[config.mk]
export PLATFORM = sky130hd
export DESIGN_NAME = pll_divider_search_unit
export DESIGN_NICKNAME = d
export VERILOG_FILES = /design/src/hdl/pds_pkg.sv /design/src/hdl/pds_cfg.sv /design/src/hdl/pds_div.sv /design/src/hdl/pll_divider_search_unit.sv
export VERILOG_INCLUDE_DIRS = /design/src /design/src/hdl
export SDC_FILE = /design/constraint.sdc
export NUM_CORES = 1
export LEC_CHECK = 0
export BUFFER_PORTS_ARGS = -buffer_cell sky130_fd_sc_hd__buf_4
export CAP_MARGIN = 20
export CORE_ASPECT_RATIO = 1.75
export CORE_MARGIN = 2
export CORE_UTILIZATION = 30
export CTS_CLUSTER_SIZE = 10
export DETAILED_ROUTE_END_ITERATION = 12
export GPL_TIMING_DRIVEN = 0
export PLACE_DENSITY = 0.49
export RECOVER_POWER = 50
export SETUP_SLACK_MARGIN = 0.3
export SYNTH_ARGS = -nofsm -noshare
export SYNTH_HDL_FRONTEND = slang
export SYNTH_SLANG_ARGS = --single-unit
[constraint.sdc]
create_clock -name i_clk -period 21.9 [get_ports i_clk]
set_input_delay 3.285 -clock i_clk [delete_from_list [all_inputs] [get_ports i_clk]]
set_output_delay 3.285 -clock i_clk [all_outputs]
set_load 0.05 [all_outputs]
[src/hdl/pll_divider_search_unit_assert.svh]
// -----------------------------------------------------------------------------
// PLL divider search assertion macros
// Shared concurrent assertion forms, sampled on the rising clock edge and
// disabled while the synchronous active-low reset is asserted.
// -----------------------------------------------------------------------------
`ifndef PLL_DIVIDER_SEARCH_UNIT_ASSERT_SVH
`define PLL_DIVIDER_SEARCH_UNIT_ASSERT_SVH

// same-cycle implication
`define PDS_ASSERT_IMP(lbl, clk, rst_n, ante, cons, msg) \
    lbl: assert property (@(posedge clk) disable iff (!(rst_n)) (ante) |-> (cons)) \
        else $error(msg);

// next-cycle implication
`define PDS_ASSERT_NXT(lbl, clk, rst_n, ante, cons, msg) \
    lbl: assert property (@(posedge clk) disable iff (!(rst_n)) (ante) |=> (cons)) \
        else $error(msg);

`endif

[src/hdl/pds_pkg.sv]
// -----------------------------------------------------------------------------
// PLL divider search package
// Shared widths, register index codes, reset values and interface structs.
// -----------------------------------------------------------------------------
`timescale 1ns / 1ps

package pds_pkg;

    localparam int PDS_QW       = 24;
    localparam int PDS_REQ_W    = 21;
    localparam int PDS_REF_W    = 16;
    localparam int PDS_FB_OUT_W = 9;
    localparam int PDS_PD_OUT_W = 3;
    localparam int PDS_IDX_W    = 2;

    // divider: bits retired per cycle and cycles per quotient
    localparam int PDS_DIV_STEP = 8;
    localparam int PDS_DIV_CYC  = PDS_QW / PDS_DIV_STEP;
    localparam int PDS_DIV_CW   = $clog2(PDS_DIV_CYC);

    localparam logic [PDS_IDX_W-1:0] REG_REF_KHZ     = 2'd0;
    localparam logic [PDS_IDX_W-1:0] REG_VCO_MIN_KHZ = 2'd1;
    localparam logic [PDS_IDX_W-1:0] REG_VCO_MAX_KHZ = 2'd2;
    localparam logic [PDS_IDX_W-1:0] REG_PREFER_LOW  = 2'd3;

    localparam logic [PDS_REF_W-1:0] RST_REF_KHZ     = 16'd12000;
    localparam logic [PDS_QW-1:0]    RST_VCO_MIN_KHZ = 24'd400000;
    localparam logic [PDS_QW-1:0]    RST_VCO_MAX_KHZ = 24'd1600000;

    typedef struct packed {
        logic [PDS_REF_W-1:0] ref_khz;
        logic [PDS_QW-1:0]    vco_min_khz;
        logic [PDS_QW-1:0]    vco_max_khz;
        logic                 prefer_low_vco;
    } t_cfg;

    typedef struct packed {
        logic              done;
        logic              rem_zero;
        logic [PDS_QW-1:0] quo;
    } t_div_res;

endpackage

[src/hdl/pds_cfg.sv]
// -----------------------------------------------------------------------------
// PLL divider search configuration registers
// Write-only register bank holding reference, VCO window and search order.
// -----------------------------------------------------------------------------
`timescale 1ns / 1ps

module pds_cfg (
    input  logic                          i_clk,
    input  logic                          i_rst_n,
    input  logic                          i_cfg_we,
    input  logic [pds_pkg::PDS_IDX_W-1:0] i_cfg_idx,
    input  logic [pds_pkg::PDS_QW-1:0]    i_cfg_wdata,
    output pds_pkg::t_cfg                 o_cfg
);

    pds_pkg::t_cfg r_cfg;

    always_ff @(posedge i_clk) begin
        if (!i_rst_n) begin
            r_cfg.ref_khz        <= pds_pkg::RST_REF_KHZ;
            r_cfg.vco_min_khz    <= pds_pkg::RST_VCO_MIN_KHZ;
            r_cfg.vco_max_khz    <= pds_pkg::RST_VCO_MAX_KHZ;
            r_cfg.prefer_low_vco <= 1'b0;
        end else if (i_cfg_we) begin
            unique case (i_cfg_idx)
                pds_pkg::REG_REF_KHZ: begin
                    r_cfg.ref_khz <= i_cfg_wdata[pds_pkg::PDS_REF_W-1:0];
                end
                pds_pkg::REG_VCO_MIN_KHZ: begin
                    r_cfg.vco_min_khz <= i_cfg_wdata;
                end
                pds_pkg::REG_VCO_MAX_KHZ: begin
                    r_cfg.vco_max_khz <= i_cfg_wdata;
                end
                pds_pkg::REG_PREFER_LOW: begin
                    r_cfg.prefer_low_vco <= i_cfg_wdata[0];
                end
                default: begin
                end
            endcase
        end
    end

    assign o_cfg = r_cfg;

endmodule

[src/hdl/pds_div.sv]
// -----------------------------------------------------------------------------
// PLL divider search iterative divider
// Restoring divider, several quotient bits per cycle; VCO by post-divider product.
// -----------------------------------------------------------------------------
`timescale 1ns / 1ps

module pds_div #(
    parameter int DW = 6
) (
    input  logic                       i_clk,
    input  logic                       i_rst_n,
    input  logic                       i_start,
    input  logic [pds_pkg::PDS_QW-1:0] i_dividend,
    input  logic [DW-1:0]              i_divisor,
    output pds_pkg::t_div_res          o_res
);

    logic                           r_busy;
    logic                           r_done;
    logic [pds_pkg::PDS_DIV_CW-1:0] r_cnt;
    logic [pds_pkg::PDS_QW-1:0]     r_quo;
    logic [DW-1:0]                  r_rem;
    logic [DW-1:0]                  r_den;
    logic [pds_pkg::PDS_QW-1:0]     n_quo;
    logic [DW-1:0]                  n_rem;

    always_comb begin
        logic [DW:0]                t;
        logic [DW-1:0]              rem;
        logic [pds_pkg::PDS_QW-1:0] quo;
        rem = r_rem;
        quo = r_quo;
        for (int k = 0; k < pds_pkg::PDS_DIV_STEP; k++) begin
            t   = {rem, quo[pds_pkg::PDS_QW-1]};
            quo = {quo[pds_pkg::PDS_QW-2:0], 1'b0};
            if (t >= {1'b0, r_den}) begin
                t      = t - {1'b0, r_den};
                quo[0] = 1'b1;
            end
            rem = t[DW-1:0];
        end
        n_quo = quo;
        n_rem = rem;
    end

    always_ff @(posedge i_clk) begin
        if (!i_rst_n) begin
            r_busy <= 1'b0;
            r_done <= 1'b0;
            r_cnt  <= '0;
        end else begin
            r_done <= 1'b0;
            if (i_start) begin
                r_busy <= 1'b1;
                r_cnt  <= '0;
            end else if (r_busy) begin
                r_cnt <= r_cnt + 1'b1;
                if (r_cnt == pds_pkg::PDS_DIV_CW'(pds_pkg::PDS_DIV_CYC - 1)) begin
                    r_busy <= 1'b0;
                    r_done <= 1'b1;
                end
            end
        end
    end

    always_ff @(posedge i_clk) begin
        if (i_start) begin
            r_quo <= i_dividend;
            r_rem <= '0;
            r_den <= i_divisor;
        end else if (r_busy) begin
            r_quo <= n_quo;
            r_rem <= n_rem;
        end
    end

    assign o_res.done     = r_done;
    assign o_res.rem_zero = (r_rem == '0);
    assign o_res.quo      = r_quo;

endmodule

[src/hdl/pll_divider_search_unit.sv]
// -----------------------------------------------------------------------------
// PLL divider search unit
// Searches feedback and post dividers for the output closest to a request.
// -----------------------------------------------------------------------------
// Usage:
//   Input channel (i_in_valid / o_in_ready) carries one requested frequency.
//   Output channel (o_out_valid / i_out_ready) returns one result transaction:
//   found and exact flags, achieved output, VCO and the three divider values.
//   Settings are all zero when no candidate beats the error bound.
//   One request is searched at a time; o_in_ready is high only while idle.
//   Steps: multiply, window check and step for each feedback divider, and
//   for each post-divider pair on a divider whose VCO is in the window,
//   start, divider wait and compare. The 8-bit-per-cycle single divider
//   sets the per-pair cost.
//   A finished result sits in the output register; a new request is taken
//   while it waits. A second result waits in the last state until the
//   receiver takes the first. Reset (synchronous, active low) restores
//   register defaults and drops any search and any pending result. The user
//   must write configuration only while idle; the block does not enforce it.
// -----------------------------------------------------------------------------
`timescale 1ns / 1ps
`include "pll_divider_search_unit_assert.svh"

module pll_divider_search_unit #(
    parameter int FB_DIV_MIN      = 16,
    parameter int FB_DIV_MAX      = 320,
    parameter int POST_DIV_MAX    = 7,
    parameter int ERROR_BOUND_KHZ = 100000
) (
    input  logic                                i_clk,
    input  logic                                i_rst_n,
    input  logic                                i_cfg_we,
    input  logic [pds_pkg::PDS_IDX_W-1:0]       i_cfg_idx,
    input  logic [pds_pkg::PDS_QW-1:0]          i_cfg_wdata,
    input  logic                                i_in_valid,
    output logic                                o_in_ready,
    input  logic [pds_pkg::PDS_REQ_W-1:0]       i_req_khz,
    output logic                                o_out_valid,
    input  logic                                i_out_ready,
    output logic                                o_found,
    output logic                                o_exact,
    output logic [pds_pkg::PDS_QW-1:0]          o_out_khz,
    output logic [pds_pkg::PDS_QW-1:0]          o_vco_khz,
    output logic [pds_pkg::PDS_FB_OUT_W-1:0]    o_feedback_div,
    output logic [pds_pkg::PDS_PD_OUT_W-1:0]    o_post_div_one,
    output logic [pds_pkg::PDS_PD_OUT_W-1:0]    o_post_div_two
);

    localparam int FB_W = $clog2(FB_DIV_MAX + 1);
    localparam int PD_W = $clog2(POST_DIV_MAX + 1);
    localparam int DV_W = 2 * PD_W;
    localparam int VW   = FB_W + pds_pkg::PDS_REF_W;
    localparam int CW   = (VW > pds_pkg::PDS_QW) ? VW : pds_pkg::PDS_QW;
    localparam int QW   = pds_pkg::PDS_QW;

    localparam logic [2:0] S_IDLE   = 3'd0;
    localparam logic [2:0] S_MUL    = 3'd1;
    localparam logic [2:0] S_CHK    = 3'd2;
    localparam logic [2:0] S_DSTART = 3'd3;
    localparam logic [2:0] S_DWAIT  = 3'd4;
    localparam logic [2:0] S_EVAL   = 3'd5;
    localparam logic [2:0] S_NEXT   = 3'd6;
    localparam logic [2:0] S_DONE   = 3'd7;

    pds_pkg::t_cfg     cfg;
    pds_pkg::t_div_res div_res;

    logic [2:0]                     r_state;
    logic [2:0]                     n_state;
    logic [pds_pkg::PDS_REQ_W-1:0]  r_req;
    logic [FB_W-1:0]                r_fb;
    logic [PD_W-1:0]                r_p1;
    logic [PD_W-1:0]                r_p2;
    logic [CW-1:0]                  r_vco;
    logic [QW-1:0]                  r_best_err;
    logic                           r_found;
    logic                           r_b_rz;
    logic [QW-1:0]                  r_b_khz;
    logic [QW-1:0]                  r_b_vco;
    logic [FB_W-1:0]                r_b_fb;
    logic [PD_W-1:0]                r_b_p1;
    logic [PD_W-1:0]                r_b_p2;
    logic                           r_out_valid;
    logic                           r_o_found;
    logic                           r_o_exact;
    logic [QW-1:0]                  r_o_khz;
    logic [QW-1:0]                  r_o_vco;
    logic [FB_W-1:0]                r_o_fb;
    logic [PD_W-1:0]                r_o_p1;
    logic [PD_W-1:0]                r_o_p2;

    logic                           in_acc;
    logic                           out_load;
    logic [FB_W-1:0]                fb_first;
    logic [FB_W-1:0]                fb_last;
    logic [VW-1:0]                  vco_prod;
    logic                           in_win;
    logic [DV_W-1:0]                div_den;
    logic [QW-1:0]                  req_ext;
    logic [QW-1:0]                  err;
    logic                           better;
    logic                           last_pair;

    pds_cfg u_cfg (
        .i_clk       (i_clk),
        .i_rst_n     (i_rst_n),
        .i_cfg_we    (i_cfg_we),
        .i_cfg_idx   (i_cfg_idx),
        .i_cfg_wdata (i_cfg_wdata),
        .o_cfg       (cfg)
    );

    pds_div #(
        .DW (DV_W)
    ) u_div (
        .i_clk      (i_clk),
        .i_rst_n    (i_rst_n),
        .i_start    (r_state == S_DSTART),
        .i_dividend (r_vco[QW-1:0]),
        .i_divisor  (div_den),
        .o_res      (div_res)
    );

    assign o_in_ready = (r_state == S_IDLE);
    assign in_acc     = i_in_valid && o_in_ready;
    assign out_load   = (r_state == S_DONE) && (!r_out_valid || i_out_ready);

    assign fb_first  = cfg.prefer_low_vco ? FB_W'(FB_DIV_MIN) : FB_W'(FB_DIV_MAX);
    assign fb_last   = cfg.prefer_low_vco ? FB_W'(FB_DIV_MAX) : FB_W'(FB_DIV_MIN);
    assign vco_prod  = VW'(r_fb) * VW'(cfg.ref_khz);
    assign in_win    = (r_vco >= CW'(cfg.vco_min_khz)) && (r_vco <= CW'(cfg.vco_max_khz));
    assign div_den   = DV_W'(r_p1) * DV_W'(r_p2);
    assign req_ext   = QW'(r_req);
    assign err       = (div_res.quo > req_ext) ? (div_res.quo - req_ext)
                                               : (req_ext - div_res.quo);
    assign better    = (err < r_best_err);
    assign last_pair = (r_p1 == PD_W'(1)) && (r_p2 == PD_W'(1));

    always_comb begin
        n_state = r_state;
        unique case (r_state)
            S_IDLE:   if (in_acc) n_state = S_MUL;
            S_MUL:    n_state = S_CHK;
            S_CHK:    n_state = in_win ? S_DSTART : S_NEXT;
            S_DSTART: n_state = S_DWAIT;
            S_DWAIT:  if (div_res.done) n_state = S_EVAL;
            S_EVAL:   n_state = last_pair ? S_NEXT : S_DSTART;
            S_NEXT:   n_state = (r_fb == fb_last) ? S_DONE : S_MUL;
            S_DONE:   if (out_load) n_state = S_IDLE;
            default:  n_state = S_IDLE;
        endcase
    end

    always_ff @(posedge i_clk) begin
        if (!i_rst_n) begin
            r_state     <= S_IDLE;
            r_out_valid <= 1'b0;
        end else begin
            r_state <= n_state;
            if (out_load) begin
                r_out_valid <= 1'b1;
            end else if (i_out_ready) begin
                r_out_valid <= 1'b0;
            end
        end
    end

    always_ff @(posedge i_clk) begin
        if (in_acc) begin
            r_req      <= i_req_khz;
            r_fb       <= fb_first;
            r_best_err <= QW'(ERROR_BOUND_KHZ);
            r_found    <= 1'b0;
            r_b_rz     <= 1'b0;
            r_b_khz    <= '0;
            r_b_vco    <= '0;
            r_b_fb     <= '0;
            r_b_p1     <= '0;
            r_b_p2     <= '0;
        end
        if (r_state == S_MUL) begin
            r_vco <= CW'(vco_prod);
        end
        if (r_state == S_CHK) begin
            r_p1 <= PD_W'(POST_DIV_MAX);
            r_p2 <= PD_W'(POST_DIV_MAX);
        end
        if (r_state == S_EVAL) begin
            if (better) begin
                r_best_err <= err;
                r_found    <= 1'b1;
                r_b_rz     <= div_res.rem_zero;
                r_b_khz    <= div_res.quo;
                r_b_vco    <= r_vco[QW-1:0];
                r_b_fb     <= r_fb;
                r_b_p1     <= r_p1;
                r_b_p2     <= r_p2;
            end
            if (r_p2 > PD_W'(1)) begin
                r_p2 <= r_p2 - PD_W'(1);
            end else if (r_p1 > PD_W'(1)) begin
                r_p1 <= r_p1 - PD_W'(1);
                r_p2 <= r_p1 - PD_W'(1);
            end
        end
        if ((r_state == S_NEXT) && (r_fb != fb_last)) begin
            r_fb <= cfg.prefer_low_vco ? (r_fb + FB_W'(1)) : (r_fb - FB_W'(1));
        end
        if (out_load) begin
            r_o_found <= r_found;
            r_o_exact <= r_found && (r_b_khz == req_ext) && r_b_rz;
            r_o_khz   <= r_b_khz;
            r_o_vco   <= r_b_vco;
            r_o_fb    <= r_b_fb;
            r_o_p1    <= r_b_p1;
            r_o_p2    <= r_b_p2;
        end
    end

    assign o_out_valid    = r_out_valid;
    assign o_found        = r_o_found;
    assign o_exact        = r_o_exact;
    assign o_out_khz      = r_o_khz;
    assign o_vco_khz      = r_o_vco;
    assign o_feedback_div = pds_pkg::PDS_FB_OUT_W'(r_o_fb);
    assign o_post_div_one = pds_pkg::PDS_PD_OUT_W'(r_o_p1);
    assign o_post_div_two = pds_pkg::PDS_PD_OUT_W'(r_o_p2);

    `PDS_ASSERT_IMP(a_exact_needs_found, i_clk, i_rst_n,
        o_out_valid && o_exact, o_found, "exact flag without a found setting")
    `PDS_ASSERT_IMP(a_not_found_zero, i_clk, i_rst_n,
        o_out_valid && !o_found,
        (o_feedback_div == '0) && (o_post_div_one == '0) && (o_vco_khz == '0),
        "settings not zero when nothing was found")
    `PDS_ASSERT_IMP(a_div_done_wait, i_clk, i_rst_n,
        div_res.done, r_state == S_DWAIT, "divider finished outside its wait state")
    `PDS_ASSERT_IMP(a_pair_order, i_clk, i_rst_n,
        r_state == S_DSTART, (r_p2 != '0) && (r_p2 <= r_p1),
        "post divider two out of range")
    `PDS_ASSERT_NXT(a_eval_err_bound, i_clk, i_rst_n,
        r_state == S_EVAL, r_best_err <= QW'(ERROR_BOUND_KHZ),
        "best error above the bound")

endmodule
# Word-level counts from Yosys, hierarchy flattened
# Index checks and enable logic that the tools add are counted.
[totals]
regBits = 324
output_inout_bits = 67
[classes]
addsub = 15
n_mul = 2
order_cmp = 14
eq_ne = 19
muxes = 69
bitwise_logic = 2
reduce_logical = 22
[ops]
columns = ["op", "count"]
rows = [
  ["$mux W24", 12],
  ["$mux W9", 8],
  ["$mux W3", 20],
  ["$ge A7 B6 Y1", 8],
  ["$mux W6", 8],
  ["$sub A6 B6 Y6", 8],
  ["$ge A25 B24 Y1", 1],
  ["$le A25 B24 Y1", 1],
  ["$mul A9 B16 Y25", 1],
  ["$eq A24 B21 Y1", 1],
  ["$gt A24 B21 Y1", 1],
  ["$lt A24 B24 Y1", 1],
  ["$pmux W3 S8", 1],
  ["$sub A21 B24 Y24", 1],
  ["$sub A24 B21 Y24", 1],
  ["$mux W1", 20],
  ["$eq A3 B3 Y1 const B", 4],
  ["$add A9 B1 Y9 const B", 1],
  ["$eq A3 B1 Y1 const B", 3],
  ["$eq A9 B9 Y1", 1],
  ["$ne A9 B9 Y1", 1],
  ["$sub A9 B1 Y9 const B", 1],
  ["$reduce_and A2 Y1", 4],
  ["$logic_and A1 B1 Y1", 7],
  ["19 further kinds", 28],
]

# Depth between registers and ports, before layout
# Gate-level depths: netlist of run 1.
[logic_depth]
word_depth = 18
ltp_mapped = 78

# By module
# From an unflattened synthesis of run 1, not the netlist that was laid out.
[unflattened]
cells_unflattened = 2496
area_unflattened_um2 = 23587.6
[modules_own_cells]
columns = ["module", "n_inst", "cells_each", "area_per_inst_um2", "seq_area_each_um2"]
rows = [
  ["pll_divider_search_unit", 1, 1784, 16701.0, 5585.4],
  ["pds_div", 1, 455, 4321.6, 1101.1],
  ["pds_cfg", 1, 257, 2565.0, 1301.2],
]

# Worst setup path after synthesis of run 1
# No wires, ideal clock.
[synth_timing]
path_kind = "register to register"
startpoint = "register u_div.r_den[1]"
endpoint = "register u_div.r_rem[2]"
arrival_time_ns = 15.697
path_slack_ns = 6.081
stages_incl_launch_ff = 77
path_buffers = 4
synth_period_minus_slack_ns = 15.819
path_cell_list = "edfxtp_1 -> inv_1 -> ha_1 -> nand2b_1 -> a211o_1 -> and3_4 -> buf_6 -> mux2_2 -> ha_1 -> a21o_1 -> a31oi_1 -> o21ai_0 -> a21o_1 -> or2_1 -> buf_2 -> o21ai_0 -> inv_1 -> ha_1 -> (+41 left out) -> o21ai_0 -> nand2b_1 -> a21o_1 -> a21o_1 -> a211oi_1 -> nand3_1 -> mux2i_1 -> ha_1 -> a21o_1 -> a21o_1 -> a21o_1 -> a21oi_1 -> o21ai_0 -> a21o_1 -> a211o_1 -> buf_6 -> and4_4 -> a311o_1"
[synth_between]
elab_chain_cells = 16
elab_cells_between_ends = 24
[synth_lines]
columns = ["item", "line_no", "rtl"]
rows = [
  ["start, declared", "pds_div.sv:23", "logic [DW-1:0] r_den;"],
  ["start signal, assigned", "pds_div.sv:70", "r_den <= i_divisor;"],
  ["$sub A6 B6 Y6 / $ge A7 B6 Y1 (equally long branches)", "pds_div.sv:37, pds_div.sv:36", ""],
  ["$mux W6", "pds_div.sv:36", "if (t >= {1'b0, r_den}) begin"],
  ["$sub A6 B6 Y6 / $ge A7 B6 Y1 (equally long branches)", "pds_div.sv:37, pds_div.sv:36", ""],
  ["$mux W6", "pds_div.sv:36", ""],
  ["$sub A6 B6 Y6 / $ge A7 B6 Y1 (equally long branches)", "pds_div.sv:37, pds_div.sv:36", ""],
  ["$mux W6", "pds_div.sv:36", ""],
  ["$sub A6 B6 Y6 / $ge A7 B6 Y1 (equally long branches)", "pds_div.sv:37, pds_div.sv:36", ""],
  ["$mux W6", "pds_div.sv:36", ""],
  ["$sub A6 B6 Y6 / $ge A7 B6 Y1 (equally long branches)", "pds_div.sv:37, pds_div.sv:36", ""],
  ["$mux W6", "pds_div.sv:36", ""],
  ["$ge A7 B6 Y1 / $sub A6 B6 Y6 (equally long branches)", "pds_div.sv:36, pds_div.sv:37", ""],
  ["$mux W6", "pds_div.sv:36", ""],
  ["$sub A6 B6 Y6 / $ge A7 B6 Y1 (equally long branches)", "pds_div.sv:37, pds_div.sv:36", ""],
  ["$mux W6", "pds_div.sv:36", ""],
  ["$sub A6 B6 Y6 / $ge A7 B6 Y1 (equally long branches)", "pds_div.sv:37, pds_div.sv:36", ""],
  ["$mux W6 *", "pds_div.sv:36", ""],
  ["end signal, assigned", "pds_div.sv:73", "r_rem <= n_rem;"],
  ["end, declared", "pds_div.sv:22", "logic [DW-1:0] r_rem;"],
]
# Mark *: on every way between the ends. The rest lies on a longest branch, timed or not.
# A chain may end at the register's enable or synchronous reset.

# Worst setup path in the final report of run 1
# Ends and elaborated chain as after synthesis.

==> qor.log, run 1 <==
qor: status.outcome finished, violations left
qor: status.failed_checks max-capacitance violations, max-slew violations
qor: placed_design.dp.final_hpwl 63850 um
qor: critical_path.worstSetupPathType flip-flop to flip-flop
qor: sta.fmax 50.27 MHz
qor: finish.fin_area 0.02603 sq mm
qor: clock_network.h_tree_levels 2
qor: synth.async_flop_share 0%
qor: floorplanning.io-pin-count 119
qor: clock_network.cts_made_buffers 40
qor: synth.ys_ff_latch 324
qor: synth.netlist.top_cell.by_area edfxtp_1
qor: hold_path.worst_min_delay_path_class flip-flop to flip-flop
qor: sta.setup_repair_after_global_routing_missed_its_margin false
qor: route.wl 77670 um
qor: global_route.globalRouteOverflowTotal 0
qor: sta.fin_setup_tns 0 ns
qor: critical_path.max_stage_delay 0.75 ns
qor: global_route.global_route_total_usage_across_every_layer 20.02%
qor: placed_design.globalplace.congestion 0.9006
qor: route.wl_per_cell 21.17 um
qor: critical_path.crit_arrival 20.32 ns
qor: floorplanning.rows 133
qor: route.route.detailed.drc 0
qor: synth.synth_top_cells_by_area edfxtp_1 20%, dfxtp_1 15%, ha_1 12%
qor: floorplanning.fp.coreArea 0.07505 sq mm
qor: synth.synthCells 2466
qor: clock_network.cts_buffer_depth 3
qor: global_route.grt_pass1_wl 116400 um
qor: global_route.first_global_vias 19084
qor: clock_network.cts_tree done
qor: synth.ys_dominant_reg_cell dfxtp_1
qor: clock_network.cells_resized_by_post_cts_repair 0
qor: sta.drv_slew 64
qor: route.post_drt_via_cell_ratio 4.968
qor: clock_network.hold_buffers 0
qor: finish.area.growth.synth_to_final 14.65%
qor: floorplanning.effective_utilization_at_floorplan 30.25%
qor: clock_network.path_clk_slew 0.05 ns
qor: sta.worst_pin_slew 1.843 ns
qor: critical_path.start_kind flip-flop
qor: sta.setup_viol_count_final 0
qor: global_route.antenna_found_initial 4
qor: critical_path.reg2reg_from u_div.r_den[1]$_DFFE_PP_
qor: route.detail_route.iter0.violations 1018
qor: route.num_vias 18222
qor: synth.syn_nets 2853
qor: hold_path.holdCritStartpoint r_b_fb[6]$_DFF_P_
qor: sta.remaining_max_slew_budget_at_the_tightest_pin -22.88%
qor: sta.hold_violations 0
qor: clock_network.cts.repair_timing.setup_buffer_count 0
qor: placed_design.port_buffers 116
qor: critical_path.cp_slowest_cell edfxtp_1
qor: floorplanning.die_h 367.9 um
qor: synth.synth-edff-count 150
qor: route.detail_route.first_pass.iterations 7
qor: synth.yosys.cell_types.count 79
qor: clock_network.clkLatencyLatePin 0.56 ns
qor: floorplanning.fp.dieW 212.0 um
qor: route.ant_nets 0
qor: synth.avgSynthCellArea 9.206 sq um
qor: critical_path.worstPathRequired 22.33 ns
qor: finish.layout_common_cells 380 x nand2_1, 268 x inv_1, 223 x ha_1, 174 x dfxtp_1, 150 x edfxtp_1
qor: run.max_cap_violations 2
qor: critical_path.worstPathMaxFanout 10
qor: sta.timing.final.crit_period 19.89 ns
qor: finish.finish.net_count 3017
qor: critical_path.timing.critical_path.to_type flip-flop
qor: clock_network.numClockSinks 324
qor: sta.timing.final.crit_share 90.83%
qor: synth.synth_sequential_area_ratio 35.18%
qor: finish.final_common_cell nand2_1
qor: finish.drive_gt1_share 7.492%
qor: synth.ys_warn_count 0
qor: floorplanning.floorplan.die_area 0.07798 sq mm
qor: sta.fin_worst_skew 0.02662 ns
qor: placed_design.dpl_cell_area 0.02497 sq mm
qor: critical_path.crit_path_frequent_cell a21o_1
qor: synth.top_cell_type_s_share_of_synthesized_area 19.84%
qor: synth.netlist_area 0.02270 sq mm
qor: critical_path.crit_start u_div.r_den[1]$_DFFE_PP_
qor: clock_network.ctsRootBufferMaster clkbuf_16
qor: global_route.grt_start_max_net_pins 32
qor: finish.antenna_diodes 0
[synth_stat cells, drive strengths merged (11+ instances only)]
cell type	number
a21boi	55
a21oi	113
ha	223
o211ai	20
clkbuf	98
a211oi	15
a31oi	16
nand2b	20
nand4	25
dfxtp	174
o21bai	19
nor2	91
xor2	27
mux2i	27
a21o	67
o21a	26
inv	268
nor2b	23
nand2	381
and2	56
edfxtp	150
o21ai	121
nand3	105
nor4	11
fa	112
o31ai	21
buf	13
mux2	15
nor3	21
xnor2	64
[routing by layer]
metal  global-route usage (%)  wire length (um)  vias up  part of all wire [%]
li1                         -                 -     8765                     -
met5                        0                50        -                 0.064
met3                    2.482              2877      135                   3.7
met4                    8.559              3758        8                   4.8
met2                    40.03             43140      403                    56
met1                    20.27             27850     8911                    36
[area by class of cell]
| type | count | area [sq um] |
|---|---|---|
| Clock inverter | 4 | 23.77 |
| Sequential cell | 324 | 7988 |
| Multi-Input combinational cell | 1761 | 13260 |
| Clock buffer | 64 | 1122 |
| Fill cell | 7765 | 49020 |
| Timing Repair Buffer | 122 | 913.4 |
| Buffer | 111 | 441.7 |
| Inverter | 270 | 1013 |
| Tap cell | 1012 | 1266 |
[cell families (layout without fill, tap and decap cells)]
family,count (synthesis),count (layout),synth area share (%)
flip-flops,324,324,35.18
buffers and inverters,381,571,6.404
XOR/XNOR,91,91,3.511
multiplexers,42,42,1.967
AND/OR/NAND/NOR,776,776,15.78
AO/OA/AOI/OAI,517,517,14.98
adder cells (fa/ha/maj),335,335,22.17
[registers in the layout, summed over array words and instances (netlist names), 9 cells and up]
name            flops
o_feedback_div      9
r_b_vco            24
r_fb                9
o_out_khz          24
u_cfg.o_cfg        65
r_b_fb              9
o_vco_khz          24
r_req              21
r_b_khz            24
u_div.r_quo        24
r_vco              25
r_best_err         24
[path summary, 6_finish.rpt]
check	cells after the start	to	slack, ns
worst min register to register	0	o_feedback_div[6]$_DFFE_PP_	0.43
worst max register to register	75	u_div.r_rem[2]$_SDFFE_PP0P_	2.01
worst min-delay path	0	o_feedback_div[6]$_DFFE_PP_	0.43
worst max-delay path	75	u_div.r_rem[2]$_SDFFE_PP0P_	2.01
[through the flow]
step	std cells	setup WS (ns)	utilization, %	hold WS (ns)
floorplan	2466	6.081	-	0.4079
global placement	3594	2.232	33.10	0.4140
detailed placement	3600	2.040	33.27	0.4146
CTS	3668	1.999	34.80	0.4310
global route	3668	0.8520	34.68	0.4339
finish	3668	2.008	34.68	0.4264
[worst max-delay path, delay by kind of cell, from the launching register on]
| kind | cells | cell delay [ns] |
|---|---|---|
| compound gates | 38 | 9.87 |
| simple gates | 19 | 3.53 |
| fa+ha+maj | 8 | 2.65 |
| buf+inv | 7 | 1.81 |
| mux | 3 | 1.15 |
| flops | 1 | 0.75 |
Power of run 1 is left out: the tool's default activity adds up to more than one toggle a clock period on the data nets, which glitch-free logic cannot reach.
==> inputs of run 2 (changes only) <==
--- a/config.mk
+++ b/config.mk
@@ -10,11 +10,11 @@
 export CAP_MARGIN = 20
 export CORE_ASPECT_RATIO = 1.75
 export CORE_MARGIN = 2
-export CORE_UTILIZATION = 30
+export CORE_UTILIZATION = 63
 export CTS_CLUSTER_SIZE = 10
 export DETAILED_ROUTE_END_ITERATION = 12
 export GPL_TIMING_DRIVEN = 0
-export PLACE_DENSITY = 0.49
+export PLACE_DENSITY = 0.86
 export RECOVER_POWER = 50
 export SETUP_SLACK_MARGIN = 0.3
 export SYNTH_ARGS = -nofsm -noshare
==> run 2 against run 1 <==
Compared with the run above:
- the run still ends with max-capacitance violations, max-slew violations left
- die area fell by 52%
- maximum frequency rose by 0.64%
- via count grew 4.2%
- first-iteration DRC count rose by 38%
- highest routed layer is now met4
- critical endpoint unchanged
==> qor.log, run 2 (synthesized netlist as in run 1, its figures left out) <==
qor: route.post_drt_via_cell_ratio 6.069 [was 4.968]
qor: hold_path.holdCritStartpoint r_b_p2[1]$_DFF_P_ [was r_b_fb[6]$_DFF_P_]
qor: finish.finish.net_count 3014 [was 3017]
qor: clock_network.numClockSinks 324 [unchanged]
qor: critical_path.worstPathMaxFanout 10 [unchanged]
qor: critical_path.timing.critical_path.to_type flip-flop [unchanged]
qor: run.max_cap_violations 3 [was 2]
qor: floorplanning.effective_utilization_at_floorplan 63.42% [was 30.25%]
qor: placed_design.globalplace.congestion 1.016 [was 0.9006]
qor: placed_design.dp.final_hpwl 53860 um [was 63850 um]
qor: status.outcome finished, violations left [unchanged]
qor: sta.setup_repair_after_global_routing_missed_its_margin false [unchanged]
qor: global_route.first_global_vias 19756 [was 19084]
qor: finish.antenna_diodes 0 [unchanged]
qor: finish.flip_flop_count_of_the_largest_register_after_layout 65 [unchanged]
qor: sta.hold_violations 0 [unchanged]
qor: critical_path.crit-reg2reg-capture u_div.r_rem[2]$_SDFFE_PP0P_ [unchanged]
qor: floorplanning.rows 92 [was 133]
qor: hold_path.worst_min_delay_path_class flip-flop to flip-flop [unchanged]
qor: sta.fmax 50.59 MHz [was 50.27 MHz]
qor: critical_path.crit_arrival 20.19 ns [was 20.32 ns]
qor: clock_network.cts.repair_timing.setup_buffer_count 0 [unchanged]
qor: clock_network.path_clk_slew 0.06 ns [was 0.05 ns]
qor: floorplanning.fp.dieW 147.5 um [was 212.0 um]
qor: floorplanning.fp.coreArea 0.03580 sq mm [was 0.07505 sq mm]
qor: clock_network.clkLatencyLatePin 0.56 ns [about the same]
qor: critical_path.worstSetupPathType flip-flop to flip-flop [unchanged]
qor: sta.holdWs 0.4223 ns [was 0.4264 ns]
qor: route.detail_route.first_pass.iterations 7 [unchanged]
qor: critical_path.reg2reg_from u_div.r_den[1]$_DFFE_PP_ [unchanged]
qor: critical_path.cp_slowest_cell edfxtp_1 [unchanged]
qor: status.failed_checks max-capacitance violations, max-slew violations [unchanged]
qor: sta.drv_slew 75 [was 64]
qor: sta.timing.final.crit_period 19.77 ns [was 19.89 ns]
qor: floorplanning.floorplan.die_area 0.03763 sq mm [was 0.07798 sq mm]
qor: critical_path.reg2reg_setup_slack 2.13 ns [was 2.01 ns]
qor: global_route.grt_pass1_wl 104000 um [was 116400 um]
qor: hold_path.worst_hold_path_stage_count 0 [unchanged]
qor: clock_network.cts_made_buffers 39 [was 40]
qor: route.route.detailed.drc 0 [unchanged]
qor: finish.final-seq-area 0.007988 sq mm [unchanged]
qor: sta.setup_viol_count_final 0 [unchanged]
qor: finish.final_common_cell nand2_1 [unchanged]
qor: critical_path.ff2ff_path_depth 75 [unchanged]
qor: finish.area.growth.synth_to_final 11.63% [was 14.65%]
qor: route.ant_nets 0 [unchanged]
qor: finish.n_fill_cell 2663 [was 7765]
qor: route.wl_per_cell 21.69 um [was 21.17 um]
qor: sta.remaining_max_slew_budget_at_the_tightest_pin -33.94% [was -22.88%]
qor: route.detail_route.iter0.violations 1401 [was 1018]
qor: clock_network.ctsRootBufferMaster clkbuf_16 [unchanged]
qor: clock_network.h_tree_levels 2 [unchanged]
qor: critical_path.start_kind flip-flop [unchanged]
qor: clock_network.cts_tree done [unchanged]
qor: finish.multi_input_comb_area 0.01326 sq mm [unchanged]
qor: sta.timing.final.crit_share 90.26% [was 90.83%]
qor: critical_path.crit_path_frequent_cell a21o_1 [unchanged]
qor: critical_path.max_stage_delay 0.71 ns [was 0.75 ns]
qor: finish.drive_gt1_share 7.374% [was 7.492%]
qor: global_route.grt_start_max_net_pins 37 [was 32]
qor: placed_design.port_buffers 116 [unchanged]
qor: route.wl 67840 um [was 77670 um]
qor: route.num_vias 18985 [was 18222]
qor: global_route.global_route_total_usage_across_every_layer 35.85% [was 20.02%]
qor: critical_path.worstPathRequired 22.33 ns [about the same]
qor: finish.layout_common_cells 380 x nand2_1, 268 x inv_1, 223 x ha_1, 174 x dfxtp_1, 150 x edfxtp_1 [unchanged]
qor: global_route.antenna_found_initial 0 [was 4]
qor: floorplanning.io-pin-count 119 [unchanged]
qor: clock_network.cells_resized_by_post_cts_repair 0 [unchanged]
qor: global_route.globalRouteOverflowTotal 0 [unchanged]
qor: clock_network.hold_buffers 0 [unchanged]
qor: hold_path.min_delay_worst_endpoint o_post_div_two[1]$_DFFE_PP_ [was o_feedback_div[6]$_DFFE_PP_]
qor: floorplanning.die_h 255.1 um [was 367.9 um]
qor: sta.fin_worst_skew 0.02569 ns [was 0.02662 ns]
qor: sta.worst_pin_slew 2.009 ns [was 1.843 ns]
qor: clock_network.cts_buffer_depth 3 [unchanged]
qor: sta.fin_setup_tns 0 ns [unchanged]
run 2: worst max path at each step:
stage / from / to / slack (ns) / depth (start not counted)
final: u_div.r_den[1]$_DFFE_PP_ / u_div.r_rem[2]$_SDFFE_PP0P_ / 2.13 / 75
after global routing: u_div.r_den[1]$_DFFE_PP_ / u_div.r_rem[2]$_SDFFE_PP0P_ / 0.90 / 74
after CTS: u_div.r_den[1]$_DFFE_PP_ / u_div.r_rem[2]$_SDFFE_PP0P_ / 2.73 / 75
after detailed placement: u_div.r_den[1]$_DFFE_PP_ / u_div.r_rem[2]$_SDFFE_PP0P_ / 2.85 / 75
after global placement: u_div.r_den[1]$_DFFE_PP_ / u_div.r_rem[2]$_SDFFE_PP0P_ / 3.13 / 75
after floorplan: u_div.r_den[1]$_DFFE_PP_ / u_div.r_rem[2]$_SDFFE_PP0P_ / 6.08 / 76
run 2: critical path, delay by kind of cell (launching register included):
kind	cells	cell delay (ns)
flops	1	0.71
compound gates	38	9.39
fa+ha+maj	8	2.63
mux	3	1.31
simple gates	19	3.58
buf+inv	7	2.00
run 2: layout make-up:
cell class / count / share of cell area [%]
plain buffers: 111 / 1.713
well taps: 470 / 2.320
multi-input cells: 1761 / 52.33
clock inverters: 4 / 0.2419
inverters: 270 / 3.999
clock buffers: 68 / 4.404
repair buffers: 120 / 3.480
flip-flops and latches: 324 / 31.52
run 2: per-layer routing:
layer	share of wire, %	global-route usage, %	vias up
met3	5.2	4.813	318
met4	10	31.10	0
met5	0	0	-
met2	52	66.13	771
met1	33	34.77	9141
li1	-	-	8755
run 2: stage by stage:
step | instance area (sq um) | worst slack [ns] | cells | utilization, %
after detailed placement | 24230 | 2.848 | 3055 | 67.67
after global routing | 25340 | 0.9027 | 3128 | 70.80
final | 25340 | 2.134 | 3128 | 70.80
after floorplan | 22700 | 6.081 | 2466 | -
after global placement | 24160 | 3.132 | 3052 | 67.49
after CTS | 25400 | 2.732 | 3127 | 70.96
Power of run 2 is left out for the same reason.
